## src/wanef_pkg.sv

```systemverilog
// types, constants and helper functions for the weekly alarm next event finder
// no dependencies
package wanef_pkg;

  localparam int NUM_OFFSETS = 8;
  localparam int DAYS_PER_WEEK = 7;
  localparam int KEY_W = 11;

  localparam logic OP_WRITE = 1'b0;
  localparam logic OP_QUERY = 1'b1;

  typedef logic [KEY_W-1:0] key_t;

  typedef struct packed {
    logic       enabled;
    logic [6:0] days;
    logic [4:0] hour;
    logic [5:0] minute;
  } entry_t;

  typedef struct packed {
    logic                        valid;
    logic [2:0]                  weekday;
    key_t                        now_key;
    logic [NUM_OFFSETS-1:0]      hit;
    key_t [NUM_OFFSETS-1:0]      best;
  } token_t;

  // bit position in the day mask for weekday (1..7) plus offset days
  function automatic logic [2:0] day_pos(input logic [2:0] weekday, input logic [2:0] off);
    logic [3:0] s;
    s = 4'(weekday) - 4'd1 + 4'(off);
    if (s >= 4'(DAYS_PER_WEEK)) begin
      s = s - 4'(DAYS_PER_WEEK);
    end
    return s[2:0];
  endfunction

endpackage

```

## src/wanef_cell.sv

```systemverilog
// one table slot of the chain: holds an entry and folds it into the passing query token
// depends on wanef_pkg
module wanef_cell (
  input  logic              clk,
  input  logic              rst,
  input  logic              wr_en,
  input  wanef_pkg::entry_t wr_entry,
  input  wanef_pkg::token_t tok_in,
  output wanef_pkg::token_t tok_out
);
  import wanef_pkg::*;

  entry_t     ent;
  token_t     tok_next;
  key_t       key;
  logic [2:0] pos;
  logic       match;

  always_ff @(posedge clk) begin
    if (rst) begin
      ent <= '0;
    end else if (wr_en) begin
      ent <= wr_entry;
    end
  end

  always_comb begin
    tok_next = tok_in;
    key = {ent.hour, ent.minute};
    pos = '0;
    match = 1'b0;
    for (int o = 0; o < NUM_OFFSETS; o++) begin
      pos = day_pos(tok_in.weekday, 3'(o));
      match = ent.enabled && ent.days[pos] && ((o != 0) || (key > tok_in.now_key));
      if (match && (!tok_next.hit[o] || (key < tok_next.best[o]))) begin
        tok_next.hit[o] = 1'b1;
        tok_next.best[o] = key;
      end
    end
  end

  always_ff @(posedge clk) begin
    if (rst) begin
      tok_out.valid <= 1'b0;
    end else begin
      tok_out <= tok_next;
    end
  end

endmodule

```

## src/wanef_pick.sv

```systemverilog
// end of the chain: picks the first day offset with a hit and registers the result
// depends on wanef_pkg
module wanef_pick (
  input  logic              clk,
  input  logic              rst,
  input  logic              zero_done,
  input  wanef_pkg::token_t tok_in,
  output logic              done,
  output logic              found,
  output logic [2:0]        alarm_weekday,
  output logic [4:0]        alarm_hour,
  output logic [5:0]        alarm_minute
);
  import wanef_pkg::*;

  logic [2:0] sel;
  logic       any;
  key_t       best;
  logic [2:0] day;

  always_comb begin
    sel = '0;
    any = 1'b0;
    for (int o = NUM_OFFSETS - 1; o >= 0; o--) begin
      if (tok_in.hit[o]) begin
        sel = 3'(o);
        any = 1'b1;
      end
    end
    best = tok_in.best[sel];
    day = day_pos(tok_in.weekday, sel) + 3'd1;
  end

  always_ff @(posedge clk) begin
    if (rst) begin
      done <= 1'b0;
    end else begin
      done <= zero_done || tok_in.valid;
    end
  end

  always_ff @(posedge clk) begin
    if (tok_in.valid && any) begin
      found <= 1'b1;
      alarm_weekday <= day;
      alarm_hour <= best[10:6];
      alarm_minute <= best[5:0];
    end else begin
      found <= 1'b0;
      alarm_weekday <= '0;
      alarm_hour <= '0;
      alarm_minute <= '0;
    end
  end

endmodule

```

## src/weekly_alarm_next_event_finder_core.sv

```systemverilog
// top level of the weekly alarm next event finder: cell chain plus result picker
// depends on wanef_pkg, wanef_cell, wanef_pick
//
// usage
// - a transaction is taken at a rising edge with start high and busy low
// - op write loads entry_index with enable, day mask, hour and minute; slots at or
//   above MAX_ENTRIES are dropped; the result (all zero) shows in the next cycle
// - op query sends a token down a chain of MAX_ENTRIES cells, one cell per cycle,
//   each folding its entry into the earliest time per day offset; the picker
//   then selects the first offset with a hit
// - a query passes the chain cells and then the picker register; busy stays high
//   until done, so a new transaction is taken only once the last query is through
// - a query with weekday 0 answers all zero in the next cycle
// - each result is shown for one cycle with done high; the receiver cannot stall
// - reset clears every table entry (disabled), the chain valid flags and the result strobe
module weekly_alarm_next_event_finder_core #(
  parameter int MAX_ENTRIES = 8
) (
  input  logic       clk,
  input  logic       rst,
  input  logic       start,
  output logic       busy,
  input  logic       op,
  input  logic [2:0] entry_index,
  input  logic       entry_enabled,
  input  logic [6:0] entry_days,
  input  logic [4:0] entry_hour,
  input  logic [5:0] entry_minute,
  input  logic [2:0] now_weekday,
  input  logic [4:0] now_hour,
  input  logic [5:0] now_minute,
  output logic       done,
  output logic       found,
  output logic [2:0] alarm_weekday,
  output logic [4:0] alarm_hour,
  output logic [5:0] alarm_minute
);
  import wanef_pkg::*;

  logic   accept;
  logic   query_acc;
  logic   write_acc;
  entry_t wr_entry;
  token_t tok [MAX_ENTRIES+1];

  assign accept = start && !busy;
  assign query_acc = accept && (op == OP_QUERY) && (now_weekday != 3'd0);
  assign write_acc = accept && (op == OP_WRITE) && (32'(entry_index) < MAX_ENTRIES);
  assign wr_entry = '{enabled: entry_enabled, days: entry_days,
                      hour: entry_hour, minute: entry_minute};

  always_comb begin
    tok[0] = '0;
    tok[0].valid = query_acc;
    tok[0].weekday = now_weekday;
    tok[0].now_key = {now_hour, now_minute};
  end

  always_ff @(posedge clk) begin
    if (rst) begin
      busy <= 1'b0;
    end else if (query_acc) begin
      busy <= 1'b1;
    end else if (tok[MAX_ENTRIES].valid) begin
      busy <= 1'b0;
    end
  end

  for (genvar i = 0; i < MAX_ENTRIES; i++) begin : g_cell
    wanef_cell u_cell (
      .clk      (clk),
      .rst      (rst),
      .wr_en    (write_acc && (32'(entry_index) == i)),
      .wr_entry (wr_entry),
      .tok_in   (tok[i]),
      .tok_out  (tok[i+1])
    );
  end

  wanef_pick u_pick (
    .clk           (clk),
    .rst           (rst),
    .zero_done     (accept && !query_acc),
    .tok_in        (tok[MAX_ENTRIES]),
    .done          (done),
    .found         (found),
    .alarm_weekday (alarm_weekday),
    .alarm_hour    (alarm_hour),
    .alarm_minute  (alarm_minute)
  );

endmodule

```

## config.mk

```make
export PLATFORM = sky130hd
export DESIGN_NAME = weekly_alarm_next_event_finder_core
export DESIGN_NICKNAME = d
export VERILOG_FILES = /design/src/wanef_pkg.sv /design/src/wanef_cell.sv /design/src/wanef_pick.sv /design/src/weekly_alarm_next_event_finder_core.sv
export SDC_FILE = /design/constraint.sdc
export NUM_CORES = 2
export LEC_CHECK = 0
export BUFFER_PORTS_ARGS = -buffer_cell sky130_fd_sc_hd__buf_2
export CORE_MARGIN = 4
export CORE_UTILIZATION = 50
export CTS_CLUSTER_DIAMETER = 50
export DETAILED_ROUTE_END_ITERATION = 8
export GPL_ROUTABILITY_DRIVEN = 0
export GPL_TIMING_DRIVEN = 0
export PLACE_DENSITY = 0.75
export SLEW_MARGIN = 5
export SYNTH_ARGS = -nofsm -noshare
export SYNTH_HDL_FRONTEND = slang
export SYNTH_HIERARCHICAL = 1
export SYNTH_SLANG_ARGS = --single-unit
```

## constraint.sdc

```tcl
create_clock -name clk -period 4.1 [get_ports clk]
set_clock_uncertainty 0.15 [all_clocks]
set_input_delay 0.41 -clock clk [delete_from_list [all_inputs] [get_ports clk]]
set_output_delay 0.41 -clock clk [all_outputs]
set_load 0.02 [all_outputs]
```

==> summary.md <==
| Metric | Value |
|---|---|
| MaxCap Viol Count | `0` |
| Internal power | `19870 uW` |
| Synth Cell Area | `0.07379 mm^2` |
| Sequential Power Share | `46.5%` |
| Crit-path max cell delay | `430 ps` |
| Tot GR Track Use | `25.06%` |
| Final min period | `4028 ps` |
| Fin nets | `8133` |
| Switching power | `7155 uW` |
| Sw frac | `26.47%` |
| CP Data Required Time | `4430 ps` |
| CTS clock-pin slew for the worst setup and hold paths | `60 ps` |
| Syn Inst Count | `6862` |
| Top Ports | `57` |
| Detailed Routing Iterations Pass 1 | `8` |
| Slew @ Worst Pin | `1204 ps` |
| CTS Buf Count | `116` |
| Initial antenna violation count | `3` |
| Clk_lat worst skew | `740 ps` |
| Starting Density | `50.51%` |
| DP HPWL | `145.5 mm` |
| Via count | `55630` |
| Largest net degree at the start of global routing | `80` |
| RSZ-0062 raised after global routing | `yes` |
| Logic pwr share | `14.5%` |
| Final Power | `27030 uW` |
| Worst-case clock buffer depth | `3` |
| Crit path top cell by count | `buf_2` |
| Final TNS setup | `0 ps` |
| Pwr Density | `326.5 mW/mm^2` |
| Overflow left after global routing | `0` |
| Avg Synthesized Cell Area | `10.75 um^2` |
| Die footprint | `0.1538 mm^2` |
| Clock power share | `39.0%` |
| Share of post-route cells with drive strength above 1 | `19.77%` |
| Die Span Y | `392.2 um` |
| WP buf/inv | `7` |
| Clock tree from TritonCTS | `built` |
| First-pass GRT wire length | `306.9 mm` |
| Worst vdd ir | `0.3458 mV` |
| P_leak | `0.03570 uW` |
| Vias/cell | `5.956` |
| Final worst path period share | `98.24%` |
| Crit start category | `flop` |
| Setup crit end kind | `flop` |
| CP max stage cell | `edfxtp_1` |
| CP arrival | `4350 ps` |
| Crit-path leading delay family | `buffers and inverters` |
| CTS Root Cell | `clkbuf_16` |
| Final ANT Viol Nets | `0` |
| Port Buffers | `56` |
| H-tree Lvls | `3` |
| Crit-path max FO | `10` |
| Slew Viols, Final | `0` |
| Die W | `392.2 um` |
| Cell row count | `140` |
| Yosys warns | `6` |
| Min-delay worst type | `primary input to flop` |
| Drt wl/cell | `21.11 um` |
| Core Region | `0.1461 mm^2` |
| Remaining DRCs | `0` |
| Clock Sink Count | `1046` |
| Status | `finished, final reports clean` |
| Synth-to-layout area growth | `12.19%` |
| WL final | `197.1 mm` |
| Rel. slew slack | `19.62%` |
| # setup viols final | `0` |
| Iter 0 DRT Violations | `4934` |
| F_max | `248.3 MHz` |
| Worst path cell trace | `clkbuf_4 > inv_4 > ha_2 > buf_4 > buf_2 > buf_2 > nor3_1 > nor2_1 > a221oi_1 > o311ai_1 > o211ai_1 > buf_4 > a21boi_2 > buf_2 > mux2_2` |
| Hold Vio Cnt, Final | `0` |
| Vias in the first global route | `54580` |
| Kind of critical path | `flop to flop` |
[flip-flops by register name, summed over array words and instances, names as in the netlist]
register               count
busy                       1
u_pick/alarm_hour          5
g_cell.u_cell/ent        152
u_pick/found               1
u_pick/done                1
g_cell.u_cell/tok_out    877
u_pick/alarm_minute        6
u_pick/alarm_weekday       3
[routing by layer]
layer / up-vias / wire length [um] / part of all wire [%] / global-route usage [%]
met2: 2601 / 89340 / 45 / 40.81
li1: 25850 / - / - / -
met4: 0 / 12860 / 6.5 / 13.58
met1: 26520 / 81550 / 41 / 32.47
met3: 667 / 13390 / 6.8 / 3.280
met5: - / 0 / 0 / 0
[per-stage QoR]
stage	hold WS, ps	instances	setup WS (ps)	cell area (um^2)	utilization, %
floorplan	263.8	7055	324.9	74520	-
global placement	266.0	9028	-765.2	77190	52.84
detailed placement	274.2	9036	-610.9	77430	53.00
CTS	17.46	9314	1.482	82210	56.28
global route	63.74	9339	-35.93	82780	56.67
finish	112.5	9341	72.23	82790	56.67
[power groups by stage]
stage,Sequential (uW),Clock [uW],Combinational (uW)
final,12600,10500,3920
after global routing,12600,11200,4300
after CTS,12600,10700,3760
after detailed placement,12800,0,3650
after global placement,12800,0,3480
after floorplan,12600,0,2790
[area by class of cell]
cell class / instances / area, um^2
buffer: 324 / 1857
tap: 1917 / 2399
timing repair buffer: 152 / 1236
sequential: 1046 / 29640
antenna: 4 / 10.01
clock buffer: 144 / 3131
fill: 11910 / 63300
clock inverter: 76 / 817.0
multi-input combinational: 4809 / 40380
inverter: 869 / 3321
[final timing paths]
path	from	to	slack, ps	cells past startpoint
worst min-delay path	rst	u_pick/done$_SDFF_PP0_	110	2
worst min register to register	g_cell[3].u_cell/tok_out[110]$_SDFF_PP0_	g_cell[4].u_cell/tok_out[110]$_SDFF_PP0_	280	1
worst max register to register	g_cell[4].u_cell/tok_out[108]$_DFFE_PN_	g_cell[5].u_cell/tok_out[74]$_DFFE_PN_	70	15
worst max-delay path	g_cell[4].u_cell/tok_out[108]$_DFFE_PN_	g_cell[5].u_cell/tok_out[74]$_DFFE_PN_	70	15
[timing repair]
item,in CTS,in global routing
hold endpoints to repair,97,0
hold buffers,36,0
pin swaps,12,8
gates cloned,1,7
setup endpoints to repair,545,511
setup buffers,21,23
gates resized for setup,76,125
[placed cells by master (no fill, tap or decap), types with 64 or more instances in the layout]
master and n:
clkbuf_16 118, a211oi_1 70, mux2_4 80, xnor2_1 71
o31ai_1 64, a21oi_1 253, nand2_1 240, a21o_1 122
mux2_2 623, edfxtp_1 869, buf_2 172, ha_1 767
buf_4 124, nor2_1 324, conb_1 194, inv_1 829
nor2b_1 111, clkbuf_1 113, dfxtp_1 177, nand2b_1 155
nor3_1 98, o21ai_0 333, mux2i_1 342
[worst reg2reg max path, delay by kind of cell (launching register included)]
kind / cells / cell delay (ps)
mux: 1 / 360
simple gates: 2 / 270
fa+ha+maj: 1 / 320
compound gates: 4 / 890
flops: 1 / 430
buf+inv: 7 / 1350
No activity file was read; power rests on OpenSTA's default activity.
